**src/hw/rtl/assert_macros.svh**
```systemverilog
// Assertion helpers shared by the RTL. Every check is clocked on the rising
// edge and is switched off while reset is high.
`ifndef ASSERT_MACROS_SVH
`define ASSERT_MACROS_SVH

// Same-cycle implication.
`define KR_ASSERT_IMP(lbl, clk, rst, ante, cons, msg) \
  lbl: assert property (@(posedge clk) disable iff (rst) (ante) |-> (cons)) \
    else $error(msg);

// Next-cycle implication.
`define KR_ASSERT_NXT(lbl, clk, rst, ante, cons, msg) \
  lbl: assert property (@(posedge clk) disable iff (rst) (ante) |=> (cons)) \
    else $error(msg);

`endif

```
**src/hw/rtl/kr_pkg.sv**
```systemverilog
`default_nettype none

package kr_pkg;

  localparam int ENTRIES = 16;
  localparam int COURSES = 3;
  localparam int PACKED  = 3;
  localparam int MAX_RES = 16;

  localparam int IDX_W = (ENTRIES > 1) ? $clog2(ENTRIES) : 1;
  localparam int CNT_W = $clog2(ENTRIES + 1);

  localparam int OP_W     = 2;
  localparam int KEY_W    = 8;
  localparam int YEAR_W   = 8;
  localparam int PACK_W   = 24;
  localparam int USED_W   = 5;
  localparam int GRADE_W  = 8;
  localparam int CFG_IDX_W  = 2;
  localparam int CFG_DATA_W = 8;

  // Width of an input byte list once extended to cover every course.
  localparam int SPAN = 8 * ((COURSES > PACKED) ? COURSES : PACKED);

  typedef enum logic [OP_W-1:0] {
    OP_ADD    = 2'd0,
    OP_DEL    = 2'd1,
    OP_LOOKUP = 2'd2,
    OP_LIST   = 2'd3
  } op_t;

  typedef enum logic [CFG_IDX_W-1:0] {
    REG_MIN_GRADE = 2'd0,
    REG_MAX_GRADE = 2'd1
  } cfg_reg_t;

  typedef struct packed {
    logic [KEY_W-1:0]              key;
    logic [YEAR_W-1:0]             year;
    logic [COURSES-1:0][7:0]       subj;
    logic [COURSES-1:0][GRADE_W-1:0] grade;
  } rec_t;

  typedef struct packed {
    logic             we;
    logic [IDX_W-1:0] waddr;
    rec_t             wdata;
    logic [IDX_W-1:0] raddr;
  } mem_req_t;

  typedef struct packed {
    logic              ok;
    logic [YEAR_W-1:0] found_year;
    logic [PACK_W-1:0] found_subjects;
    logic [PACK_W-1:0] found_grades;
    logic [KEY_W-1:0]  listed_id;
    logic              id_valid;
    logic              last;
    logic [USED_W-1:0] used_count;
    logic              full_res;
  } res_t;

endpackage

`default_nettype wire

```
**src/hw/rtl/kr_in_if.sv**
```systemverilog
`default_nettype none

interface kr_in_if;
  import kr_pkg::*;

  logic              valid;
  logic              ready;
  logic [OP_W-1:0]   op;
  logic [KEY_W-1:0]  key_id;
  logic [YEAR_W-1:0] new_year;
  logic [PACK_W-1:0] new_subjects;
  logic [PACK_W-1:0] new_grades;

  modport source (output valid, op, key_id, new_year, new_subjects, new_grades,
                  input ready);
  modport sink (input valid, op, key_id, new_year, new_subjects, new_grades,
                output ready);
endinterface

`default_nettype wire

```
**src/hw/rtl/kr_out_if.sv**
```systemverilog
`default_nettype none

interface kr_out_if;
  import kr_pkg::*;

  logic              valid;
  logic              ready;
  logic              ok;
  logic [YEAR_W-1:0] found_year;
  logic [PACK_W-1:0] found_subjects;
  logic [PACK_W-1:0] found_grades;
  logic [KEY_W-1:0]  listed_id;
  logic              id_valid;
  logic              last;
  logic [USED_W-1:0] used_count;
  logic              full_res;

  modport source (output valid, ok, found_year, found_subjects, found_grades,
                  listed_id, id_valid, last, used_count, full_res,
                  input ready);
  modport sink (input valid, ok, found_year, found_subjects, found_grades,
                listed_id, id_valid, last, used_count, full_res,
                output ready);
endinterface

`default_nettype wire

```
**src/hw/rtl/keyed_record_table.sv**
```systemverilog
// Channel   Dir  Beat carries                                       Accepted when
// in_ch     in   op, key_id, new_year, new_subjects, new_grades       valid && ready
// out_ch    out  ok, found_*, listed_id, id_valid, last, used_count,  valid && ready
//                full_res
// cfg       in   cfg_index, cfg_data                                  cfg_we
//
// One command at a time; a record is moved or probed through the table store,
// which has one read and one write port. Add shifts each held record up a slot
// by a read then a write and puts the new one in slot 0 (refused when full);
// lookup probes from slot 0 to a hit; delete probes too, then shifts later
// records down; list reads keys newest first. Reset is synchronous and empties
// the table at once. The result register lets the next command be taken while a
// beat waits; list and final beats stall on out_ch.ready low with a beat held.
`default_nettype none

module keyed_record_table (
  input  wire logic                           clk,
  input  wire logic                           rst,
  kr_in_if.sink                               in_ch,
  kr_out_if.source                            out_ch,
  input  wire logic                           cfg_we,
  input  wire logic [kr_pkg::CFG_IDX_W-1:0]   cfg_index,
  input  wire logic [kr_pkg::CFG_DATA_W-1:0]  cfg_data
);
  import kr_pkg::*;

  logic [GRADE_W-1:0] grade_lo;
  logic [GRADE_W-1:0] grade_hi;
  mem_req_t           mem_req;
  rec_t               mem_rdata;

  always_ff @(posedge clk) begin
    if (rst) begin
      grade_lo <= GRADE_W'(0);
      grade_hi <= GRADE_W'(100);
    end else if (cfg_we) begin
      case (cfg_reg_t'(cfg_index))
        REG_MIN_GRADE: grade_lo <= cfg_data;
        REG_MAX_GRADE: grade_hi <= cfg_data;
        default: ;
      endcase
    end
  end

  kr_store u_store (
    .clk   (clk),
    .req   (mem_req),
    .rdata (mem_rdata)
  );

  kr_ctrl u_ctrl (
    .clk       (clk),
    .rst       (rst),
    .in_ch     (in_ch),
    .out_ch    (out_ch),
    .grade_lo  (grade_lo),
    .grade_hi  (grade_hi),
    .mem_req   (mem_req),
    .mem_rdata (mem_rdata)
  );

endmodule

`default_nettype wire

```
**src/hw/rtl/kr_store.sv**
```systemverilog
`default_nettype none

module kr_store (
  input  wire logic            clk,
  input  wire kr_pkg::mem_req_t req,
  output kr_pkg::rec_t         rdata
);
  import kr_pkg::*;

  rec_t mem [ENTRIES];

  always_ff @(posedge clk) begin
    if (req.we) begin
      mem[req.waddr] <= req.wdata;
    end
    rdata <= mem[req.raddr];
  end

endmodule

`default_nettype wire

```
**src/hw/rtl/kr_ctrl.sv**
```systemverilog
`default_nettype none
`include "assert_macros.svh"

module kr_ctrl (
  input  wire logic                        clk,
  input  wire logic                        rst,
  kr_in_if.sink                            in_ch,
  kr_out_if.source                         out_ch,
  input  wire logic [kr_pkg::GRADE_W-1:0]  grade_lo,
  input  wire logic [kr_pkg::GRADE_W-1:0]  grade_hi,
  output kr_pkg::mem_req_t                 mem_req,
  input  wire kr_pkg::rec_t                mem_rdata
);
  import kr_pkg::*;

  typedef enum logic [3:0] {
    S_IDLE,
    S_ADD_RD,
    S_ADD_WR,
    S_ADD_PUT,
    S_FIND_RD,
    S_FIND_CMP,
    S_DEL_RD,
    S_DEL_WR,
    S_LIST_RD,
    S_LIST_OUT,
    S_DONE
  } state_t;

  state_t           state;
  logic [CNT_W-1:0] occ;
  logic [CNT_W-1:0] ptr;
  logic [CNT_W-1:0] ptr_p1;
  logic [CNT_W-1:0] ptr_m1;
  op_t              cmd_op;
  logic [KEY_W-1:0] cmd_key;
  rec_t             cmd_rec;
  rec_t             hit_rec;
  logic             r_ok;
  res_t             res;
  logic             res_valid;
  logic             res_load;
  logic             out_free;
  logic             key_hit;
  logic             list_last;
  rec_t             new_rec;
  logic [SPAN-1:0]  subj_ext;
  logic [SPAN-1:0]  grd_ext;

  function automatic logic [GRADE_W-1:0] clamp(input logic [GRADE_W-1:0] g,
                                               input logic [GRADE_W-1:0] lo,
                                               input logic [GRADE_W-1:0] hi);
    logic [GRADE_W-1:0] v;
    v = (g < lo) ? lo : g;
    v = (v > hi) ? hi : v;
    return v;
  endfunction

  always_comb begin
    subj_ext     = SPAN'(in_ch.new_subjects);
    grd_ext      = SPAN'(in_ch.new_grades);
    new_rec.key  = in_ch.key_id;
    new_rec.year = in_ch.new_year;
    new_rec.subj = subj_ext[8*COURSES-1:0];
    for (int c = 0; c < COURSES; c++) begin
      new_rec.grade[c] = clamp(grd_ext[8*c +: 8], grade_lo, grade_hi);
    end
  end

  assign ptr_p1    = ptr + 1'b1;
  assign ptr_m1    = ptr - 1'b1;
  assign out_free  = !res_valid || out_ch.ready;
  assign res_load  = ((state == S_LIST_OUT) || (state == S_DONE)) && out_free;
  // The one key comparator, reused on every probed slot.
  assign key_hit   = (mem_rdata.key == cmd_key);
  assign list_last = (ptr_p1 == occ) || (32'(ptr_p1) == MAX_RES);

  always_comb begin
    mem_req.we    = 1'b0;
    mem_req.waddr = ptr[IDX_W-1:0];
    mem_req.wdata = mem_rdata;
    mem_req.raddr = ptr[IDX_W-1:0];
    case (state)
      S_ADD_RD:  mem_req.raddr = ptr_m1[IDX_W-1:0];
      S_ADD_WR:  mem_req.we    = 1'b1;
      S_ADD_PUT: begin
        mem_req.we    = 1'b1;
        mem_req.waddr = '0;
        mem_req.wdata = cmd_rec;
      end
      S_DEL_RD:  mem_req.raddr = ptr_p1[IDX_W-1:0];
      S_DEL_WR:  mem_req.we    = 1'b1;
      default:   mem_req.we    = 1'b0;
    endcase
  end

  always_ff @(posedge clk) begin
    if (rst) begin
      state     <= S_IDLE;
      occ       <= '0;
      res_valid <= 1'b0;
    end else begin
      if (out_ch.ready && !res_load) begin
        res_valid <= 1'b0;
      end
      case (state)
        S_IDLE: begin
          if (in_ch.valid) begin
            cmd_op  <= op_t'(in_ch.op);
            cmd_key <= in_ch.key_id;
            cmd_rec <= new_rec;
            r_ok    <= 1'b0;
            case (op_t'(in_ch.op))
              OP_ADD: begin
                if (32'(occ) >= ENTRIES) begin
                  ptr   <= '0;
                  state <= S_DONE;
                end else if (occ == '0) begin
                  ptr   <= '0;
                  state <= S_ADD_PUT;
                end else begin
                  ptr   <= occ;
                  state <= S_ADD_RD;
                end
              end
              OP_DEL, OP_LOOKUP: begin
                ptr   <= '0;
                state <= (occ == '0) ? S_DONE : S_FIND_RD;
              end
              default: begin
                ptr   <= '0;
                state <= (occ == '0) ? S_DONE : S_LIST_RD;
              end
            endcase
          end
        end
        S_ADD_RD: state <= S_ADD_WR;
        S_ADD_WR: begin
          ptr   <= ptr_m1;
          state <= (ptr == CNT_W'(1)) ? S_ADD_PUT : S_ADD_RD;
        end
        S_ADD_PUT: begin
          occ   <= occ + 1'b1;
          r_ok  <= 1'b1;
          state <= S_DONE;
        end
        S_FIND_RD: state <= S_FIND_CMP;
        S_FIND_CMP: begin
          if (key_hit) begin
            r_ok    <= 1'b1;
            hit_rec <= mem_rdata;
            if (cmd_op == OP_LOOKUP) begin
              state <= S_DONE;
            end else if (ptr_p1 < occ) begin
              state <= S_DEL_RD;
            end else begin
              occ   <= occ - 1'b1;
              state <= S_DONE;
            end
          end else if (ptr_p1 == occ) begin
            state <= S_DONE;
          end else begin
            ptr   <= ptr_p1;
            state <= S_FIND_RD;
          end
        end
        S_DEL_RD: state <= S_DEL_WR;
        S_DEL_WR: begin
          ptr <= ptr_p1;
          if ((ptr_p1 + 1'b1) < occ) begin
            state <= S_DEL_RD;
          end else begin
            occ   <= occ - 1'b1;
            state <= S_DONE;
          end
        end
        S_LIST_RD: state <= S_LIST_OUT;
        S_LIST_OUT: begin
          // The read address stays on ptr, so the key holds while we wait.
          if (out_free) begin
            res_valid          <= 1'b1;
            res.ok             <= 1'b0;
            res.found_year     <= '0;
            res.found_subjects <= '0;
            res.found_grades   <= '0;
            res.listed_id      <= mem_rdata.key;
            res.id_valid       <= 1'b1;
            res.last           <= list_last;
            res.used_count     <= USED_W'(occ);
            res.full_res       <= (32'(occ) == ENTRIES);
            if (list_last) begin
              state <= S_IDLE;
            end else begin
              ptr   <= ptr_p1;
              state <= S_LIST_RD;
            end
          end
        end
        S_DONE: begin
          if (out_free) begin
            res_valid     <= 1'b1;
            res.ok        <= r_ok;
            if (r_ok && cmd_op == OP_LOOKUP) begin
              res.found_year     <= hit_rec.year;
              res.found_subjects <= PACK_W'(hit_rec.subj);
              res.found_grades   <= PACK_W'(hit_rec.grade);
            end else begin
              res.found_year     <= '0;
              res.found_subjects <= '0;
              res.found_grades   <= '0;
            end
            res.listed_id  <= '0;
            res.id_valid   <= 1'b0;
            res.last       <= 1'b1;
            res.used_count <= USED_W'(occ);
            res.full_res   <= (32'(occ) == ENTRIES);
            state          <= S_IDLE;
          end
        end
        default: state <= S_IDLE;
      endcase
    end
  end

  assign in_ch.ready           = (state == S_IDLE);
  assign out_ch.valid          = res_valid;
  assign out_ch.ok             = res.ok;
  assign out_ch.found_year     = res.found_year;
  assign out_ch.found_subjects = res.found_subjects;
  assign out_ch.found_grades   = res.found_grades;
  assign out_ch.listed_id      = res.listed_id;
  assign out_ch.id_valid       = res.id_valid;
  assign out_ch.last           = res.last;
  assign out_ch.used_count     = res.used_count;
  assign out_ch.full_res       = res.full_res;

  `KR_ASSERT_IMP(a_occ_bound, clk, rst, 1'b1, 32'(occ) <= ENTRIES, "occupancy above table size")
  `KR_ASSERT_IMP(a_occ_step, clk, rst, !$past(rst) && occ != $past(occ), occ == $past(occ) + 1'b1 || occ + 1'b1 == $past(occ), "occupancy moved by more than one")
  `KR_ASSERT_IMP(a_res_kind, clk, rst, res_valid, !(res.ok && res.id_valid), "list beat flagged as ok")
  `KR_ASSERT_NXT(a_done_beat, clk, rst, state == S_DONE && out_free, res_valid && res.last, "final beat not loaded")
  `KR_ASSERT_IMP(a_idle_quiet, clk, rst, state == S_IDLE, !mem_req.we, "table written while idle")

endmodule

`default_nettype wire

```
**src/flat_wrapper.sv**
```systemverilog
// flat-port wrapper written by rule: the top's interface ports become plain ports
module keyed_record_table_flat import kr_pkg::*;
  (clk, rst, cfg_we, cfg_index, cfg_data, in_ch_valid, in_ch_op, in_ch_key_id, in_ch_new_year, in_ch_new_subjects, in_ch_new_grades, in_ch_ready, out_ch_valid, out_ch_ok, out_ch_found_year, out_ch_found_subjects, out_ch_found_grades, out_ch_listed_id, out_ch_id_valid, out_ch_last, out_ch_used_count, out_ch_full_res, out_ch_ready);
  kr_in_if in_ch_i ();
  kr_out_if out_ch_i ();
  input  wire logic clk;
  input  wire logic rst;
  input  wire logic cfg_we;
  input  wire logic [kr_pkg::CFG_IDX_W-1:0] cfg_index;
  input  wire logic [kr_pkg::CFG_DATA_W-1:0] cfg_data;
  input wire logic [$bits(in_ch_i.valid)-1:0] in_ch_valid;
  input wire logic [$bits(in_ch_i.op)-1:0] in_ch_op;
  input wire logic [$bits(in_ch_i.key_id)-1:0] in_ch_key_id;
  input wire logic [$bits(in_ch_i.new_year)-1:0] in_ch_new_year;
  input wire logic [$bits(in_ch_i.new_subjects)-1:0] in_ch_new_subjects;
  input wire logic [$bits(in_ch_i.new_grades)-1:0] in_ch_new_grades;
  output wire logic [$bits(in_ch_i.ready)-1:0] in_ch_ready;
  output wire logic [$bits(out_ch_i.valid)-1:0] out_ch_valid;
  output wire logic [$bits(out_ch_i.ok)-1:0] out_ch_ok;
  output wire logic [$bits(out_ch_i.found_year)-1:0] out_ch_found_year;
  output wire logic [$bits(out_ch_i.found_subjects)-1:0] out_ch_found_subjects;
  output wire logic [$bits(out_ch_i.found_grades)-1:0] out_ch_found_grades;
  output wire logic [$bits(out_ch_i.listed_id)-1:0] out_ch_listed_id;
  output wire logic [$bits(out_ch_i.id_valid)-1:0] out_ch_id_valid;
  output wire logic [$bits(out_ch_i.last)-1:0] out_ch_last;
  output wire logic [$bits(out_ch_i.used_count)-1:0] out_ch_used_count;
  output wire logic [$bits(out_ch_i.full_res)-1:0] out_ch_full_res;
  input wire logic [$bits(out_ch_i.ready)-1:0] out_ch_ready;
  assign in_ch_i.valid = in_ch_valid;
  assign in_ch_i.op = in_ch_op;
  assign in_ch_i.key_id = in_ch_key_id;
  assign in_ch_i.new_year = in_ch_new_year;
  assign in_ch_i.new_subjects = in_ch_new_subjects;
  assign in_ch_i.new_grades = in_ch_new_grades;
  assign in_ch_ready = in_ch_i.ready;
  assign out_ch_valid = out_ch_i.valid;
  assign out_ch_ok = out_ch_i.ok;
  assign out_ch_found_year = out_ch_i.found_year;
  assign out_ch_found_subjects = out_ch_i.found_subjects;
  assign out_ch_found_grades = out_ch_i.found_grades;
  assign out_ch_listed_id = out_ch_i.listed_id;
  assign out_ch_id_valid = out_ch_i.id_valid;
  assign out_ch_last = out_ch_i.last;
  assign out_ch_used_count = out_ch_i.used_count;
  assign out_ch_full_res = out_ch_i.full_res;
  assign out_ch_i.ready = out_ch_ready;
  keyed_record_table u_core (.clk(clk), .rst(rst), .in_ch(in_ch_i), .out_ch(out_ch_i), .cfg_we(cfg_we), .cfg_index(cfg_index), .cfg_data(cfg_data));
endmodule
```
**config.mk**
```make
export PLATFORM = sky130hd
export DESIGN_NAME = keyed_record_table_flat
export DESIGN_NICKNAME = d
export VERILOG_FILES = /design/src/hw/rtl/kr_pkg.sv /design/src/hw/rtl/kr_in_if.sv /design/src/hw/rtl/kr_out_if.sv /design/src/hw/rtl/keyed_record_table.sv /design/src/hw/rtl/kr_store.sv /design/src/hw/rtl/kr_ctrl.sv /design/src/flat_wrapper.sv
export VERILOG_INCLUDE_DIRS = /design/src /design/src/hw/rtl
export SDC_FILE = /design/constraint.sdc
export NUM_CORES = 2
export LEC_CHECK = 0
export BUFFER_PORTS_ARGS = -buffer_cell sky130_fd_sc_hd__buf_4
export CORE_UTILIZATION = 49
export CTS_CLUSTER_DIAMETER = 100
export CTS_CLUSTER_SIZE = 10
export DETAILED_ROUTE_END_ITERATION = 12
export PLACE_DENSITY = 0.74
export SLEW_MARGIN = 40
export SYNTH_ARGS = -nofsm -noshare
export SYNTH_HDL_FRONTEND = slang
export SYNTH_HIERARCHICAL = 1
export SYNTH_SLANG_ARGS = --single-unit
```
**constraint.sdc**
```tcl
create_clock -name clk -period 6.4 [get_ports clk]
set_input_delay 0.32 -clock clk [delete_from_list [all_inputs] [get_ports clk]]
set_output_delay 0.32 -clock clk [all_outputs]
set_load 0.02 [all_outputs]
```
# Word-level counts from Yosys, hierarchy flattened
# Memory sizes are Yosys's and may differ from the RTL's. A register that Yosys moved wholly into a read port is not among the register bits.
# Cells that the tools add are included.
# op_classes
reduce_logical	28
muxes	51
eq_ne	29
bitwise	1
order_cmp	9
addsub	5
# ops
op	n
$mux 73	2
$pmux 73 s2	1
$mux 68	1
$mux 5	12
$mux 56	1
$mux 8	6
$mux 4	11
$pmux 4 s11	1
$pmux 5 s5	1
$gt 8x8->1	3
$lt 8x8->1	3
$ne 2x2->1 const B	10
$eq 4x3->1 const B	4
$pmux 4 s2	2
$add 5x1->5 const B	3
$pmux 5 s3	1
$eq 4x4->1 const B	3
$eq 5x5->1 const B	2
$lt 5x5->1	2
$sub 5x1->5 const B	2
$reduce_and 3->1	3
$eq 4x2->1 const B	2
$eq 8x8->1	1
$mux 1	8
other kinds (24)	38
# totals
memories	1
output_inout_bits	75
ff_bits	227
ram_bits	1024
input_bits	81
elab_cells	156
# memory_table
name	depth	word_bits	rd	rd_ports_with_merged_regs	write_ports	line_no	rtl
u_core.u_store.mem	16	64	1	1	1	kr_store.sv:10	rec_t mem [ENTRIES];

# Longest topological paths before layout
# depth
word_depth	8
mapped_depth	15
ltp_nobuf	14

# By module
# Netlist, hierarchy kept.
# modules_own_cells
mod	cells_each	instances	area_per_inst_um2
kr_store	1647	1	39581.7
kr_ctrl	768	1	10662.7
keyed_record_table	67	1	705.7

# Worst setup path after synthesis
# No wires, ideal clock.
# synth_path
path_kind	register to register
start	reg u_core.u_ctrl.state[1]
end	mem u_core/u_store/mem[0][0] (netlist bit), enable pin
stages_incl_launch_ff	8
t_required_ns	5.835
setup_slack_ns	-0.355
arrival_ns	6.191
cell_sequence	dfxtp_1 > or2b_1 > nor2_2 > buf_4 > buf_4 > nor2b_1 > or3b_2 > nor3_1
# synth_lines
item	line_no	rtl
start: declaration	kr_ctrl.sv:30	state_t state;
start signal: assignment	kr_ctrl.sv:128	state <= (occ == '0) ? S_DONE : S_FIND_RD;
start signal: assignment	kr_ctrl.sv:132	state <= (occ == '0) ? S_DONE : S_LIST_RD;
start signal: assignment	kr_ctrl.sv:140	state <= (ptr == CNT_W'(1)) ? S_ADD_PUT : S_ADD_RD;
end: declaration	kr_store.sv:10	

==> flow_summary.toml <==
[run_status]
status = "finished clean"

[floorplan]
die_width_um = 324
core-area_sq_mm = 0.102
rows = 117
fp.dieH_um = 324
initial_utilization_pct = 49.7
pin_count = 156
dieArea_sq_mm = 0.105

[global_routing]
antenna_found_initial = 2
use_met1_pct = 28.7
grt_max_degree = 74
grt_util_met3_pct = 3.69
grt_overflow_total = 0
grt_pass1_wl_um = 171000
globalRouteMet2Util_pct = 36.5
track_usage_pct = 21.6
busiest_layer = "met2"
grt_pass1_vias = 26900

[pwr]
powerDensity_mw_per_mm2 = 427
p_int_w = 0.0181
ir_drop_uv = 278
clock_power_share_pct = 30.8
seqPwrFrac_pct = 45.6
finalPower_w = 0.0253
combPwrFrac_pct = 23.7
p_leak_nw = 19.5
p_switching_w = 0.00720
swShare_pct = 28.5

[setup_path]
cp_cell_sequence = "inv_1, ha_1, nand3_1, nand2_1, a41oi_2, o21ai_4, mux2_4, ha_1, nor2b_1, o211ai_1, a21oi_1, o22ai_1, mux2_2"
critical_path_required_ns = 6.89
path_common_cell = "ha_1"
cp.arrival_ns = 4.49
path_max_fanout = 9
crit_path_max_incr_delay_ns = 0.60
cp-start-kind = "flop"
critPathKind = "reg -> reg"
timing.rr.start = "u_core/grade_lo[5]"
crit_path_start = "u_core/grade_lo[5]"
cpMaxStageDelayCell = "o22ai_1"
end_kind = "flop"

[sta]
max_freq_mhz = 250
finClkSkew_ns = 0.0512
setup_viol = 0
period_needed_ns = 4.00
hold_violations = 0
maxSlewViolCount = 0
rsz0062_at_grt = "no"
slew_headroom_pct = 41.9
worst_pin_slew_ns = 0.872
fin_crit_sh_pct = 62.5
tns_ns = 0

[clocking]
cts.repair.resized = 0
cts_max_level = 4
cts_buffers = 149
cts-root-buf = "clkbuf_16"
hold_buffers = 57
cts_setup_buffers = 0
cts.path.max_buffers = 3
clk_pin_slew_ns = 0.07
tritoncts = "done"
worstSkewPairLatency_ns = 0.76
clock_sinks = 1315

[min_path]
hold_path_startpoint = "in_ch_new_grades[17]"
hold_path.class = "in -> reg"

[finish]
n_fill_cell = 7296
diodes = 0
final_cell_area_sq_mm = 0.0592
area_delta_synth_final_pct = 16.1
drive_gt1_share_pct = 27.1
nets = 2934
stdcell_count = 4264
multiInputGateArea_sq_mm = 0.0118
register_area_sq_mm = 0.0386
final_core_util_pct = 57.7

[synthesis]
yosysTopAreaCell = "edfxtp_1"
synth.avg_cell_area_sq_um = 20.5
synthFlopType = "edfxtp_1"
ys_ff_latch = 1315
ys_seq_area_share_pct = 75.7
synthesis.area_sq_mm = 0.0510
synth.distinct_cells = 73
synthCells = 2482
synth_top_area_share_pct = 72.2
synth-edff-count = 1225
syn_nets = 2629
synth_area_leaders = "edfxtp_1 72%, mux4_2 11%, dfxtp_1 3.5%"
synthArstFlopShare_pct = 0
ys_warn_count = 6

[place]
dp_hpwl_um = 63600
io_buffers = 155
place.gp.congestion = 0.929
post_dp_cell_area_sq_mm = 0.0541
place_inst = 3947

[routing]
num_vias = 25400
vias_per_cell = 5.96
drt_first_pass_iters = 5
remaining_drc_errors = 0
wirelength_um = 113000
initialDrtViolationCount = 2565
ant_nets = 0
drt-wirelength-per-cell_um = 26.6

[job]
cap_viol_max_count = 0
==> per-layer routing <==
layer	vias to the layer above	share of wire (%)
met5	-	0
met4	0	2.5
met3	205	7.1
met2	1135	51
met1	13300	40
li1	10800	-
==> per-stage QoR <==
step,hold WS [ns],setup WS (ns)
after floorplan,0.404,0.0247
final,0.0487,2.40
after detailed placement,0.414,2.20
after global routing,0.0262,2.21
after CTS,0.000971,2.12
after global placement,0.411,2.20
==> power by group through the flow <==
stage	Combinational [W]	Sequential [W]	Clock, W
detailed placement	0.00596	0.0117	0
finish	0.00598	0.0115	0.00777
global placement	0.00567	0.0117	0
global route	0.00645	0.0116	0.00824
CTS	0.00605	0.0115	0.00790
floorplan	0.00435	0.0115	0
==> layout make-up <==
class | count | area share, %
clock buffer | 246 | 6.99
clock inverter | 14 | 0.512
inverter | 32 | 0.203
multi-input combinational | 1020 | 20.0
sequential | 1315 | 65.2
tap | 1368 | 2.89
timing repair buffer | 269 | 4.16
==> final timing paths <==
| path | endpoint | cells after the start | slack (ns) |
|---|---|---|---|
| min reg2reg | u_core/u_ctrl/hit_rec[50] | 0 | 0.42 |
| min | u_core/u_ctrl/cmd_rec[17] | 3 | 0.05 |
| max reg2reg | u_core/u_ctrl/cmd_rec[7] | 13 | 2.40 |
| max | u_core/u_ctrl/cmd_rec[7] | 13 | 2.40 |
==> Yosys cell counts (4+ instances only) <==
cell type and count:
a21o_1 5, a21oi_1 42, a22oi_1 128, and2_1 68
and3_1 5, buf_1 17, buf_2 29, buf_4 10
buf_6 15, clkbuf_1 44, dfxtp_1 90, edfxtp_1 1225
ha_1 65, inv_1 31, mux2_1 5, mux2_2 81
mux2_4 21, mux2i_1 20, mux4_2 256, nand2_1 94
nand2b_1 29, nand3_1 12, nand3b_1 5, nand4_1 6
nor2_1 46, nor2b_1 12, nor3_1 10, o21ai_0 15
o21ai_1 5, o22ai_1 6, or3_1 4, xnor2_1 17
xor2_1 5
==> critical path, delay by kind of cell (launching register included) <==
family,cells,cell delay [ns]
and+or+nand+nor,3,0.35
muxes,2,0.78
adders and majority gates,2,0.66
buffers and inverters,1,0.15
AOI/OAI and AO/OA,5,1.33
DFF,1,0.47
==> sequential cells by signal, indices dropped and copies added (netlist names), 8 cells and up <==
signal,count
u_core/grade_lo,8
u_core/u_ctrl/out_ch.found_grades,24
u_core/u_ctrl/out_ch.found_year,8
u_core/u_ctrl/hit_rec,56
u_core/u_ctrl/out_ch.listed_id,8
u_core/u_ctrl/cmd_rec,64
u_core/u_store/mem,1024
u_core/u_ctrl/out_ch.found_subjects,24
u_core/grade_hi,8
u_core/u_store/rdata,64
==> logic make-up after synthesis <==
kind of cell / synth area share (%)
AO/OA/AOI/OAI: 3.39
XOR/XNOR: 0.378
adder cells (fa/ha/maj): 1.64
buffers and inverters: 1.45
flip-flops: 75.7
multiplexers: 14.2
AND/OR/NAND/NOR: 3.18
==> placed cells by master (no fill, tap or decap), drive strengths merged, types with 10 or more instances in the layout <==
cell	instances
nor3	10
o21ai	23
a21oi	42
inv	36
a22oi	128
nand3	12
ha	65
nand2b	29
clkbuf	246
clkinv	10
mux2i	20
mux2	107
dfxtp	90
dlygate4sd3	57
mux4	256
buf	212
edfxtp	1225
xnor2	17
nor2	49
nand2	94
and2	68
nor2b	12
(Power assumes the default switching activity.)
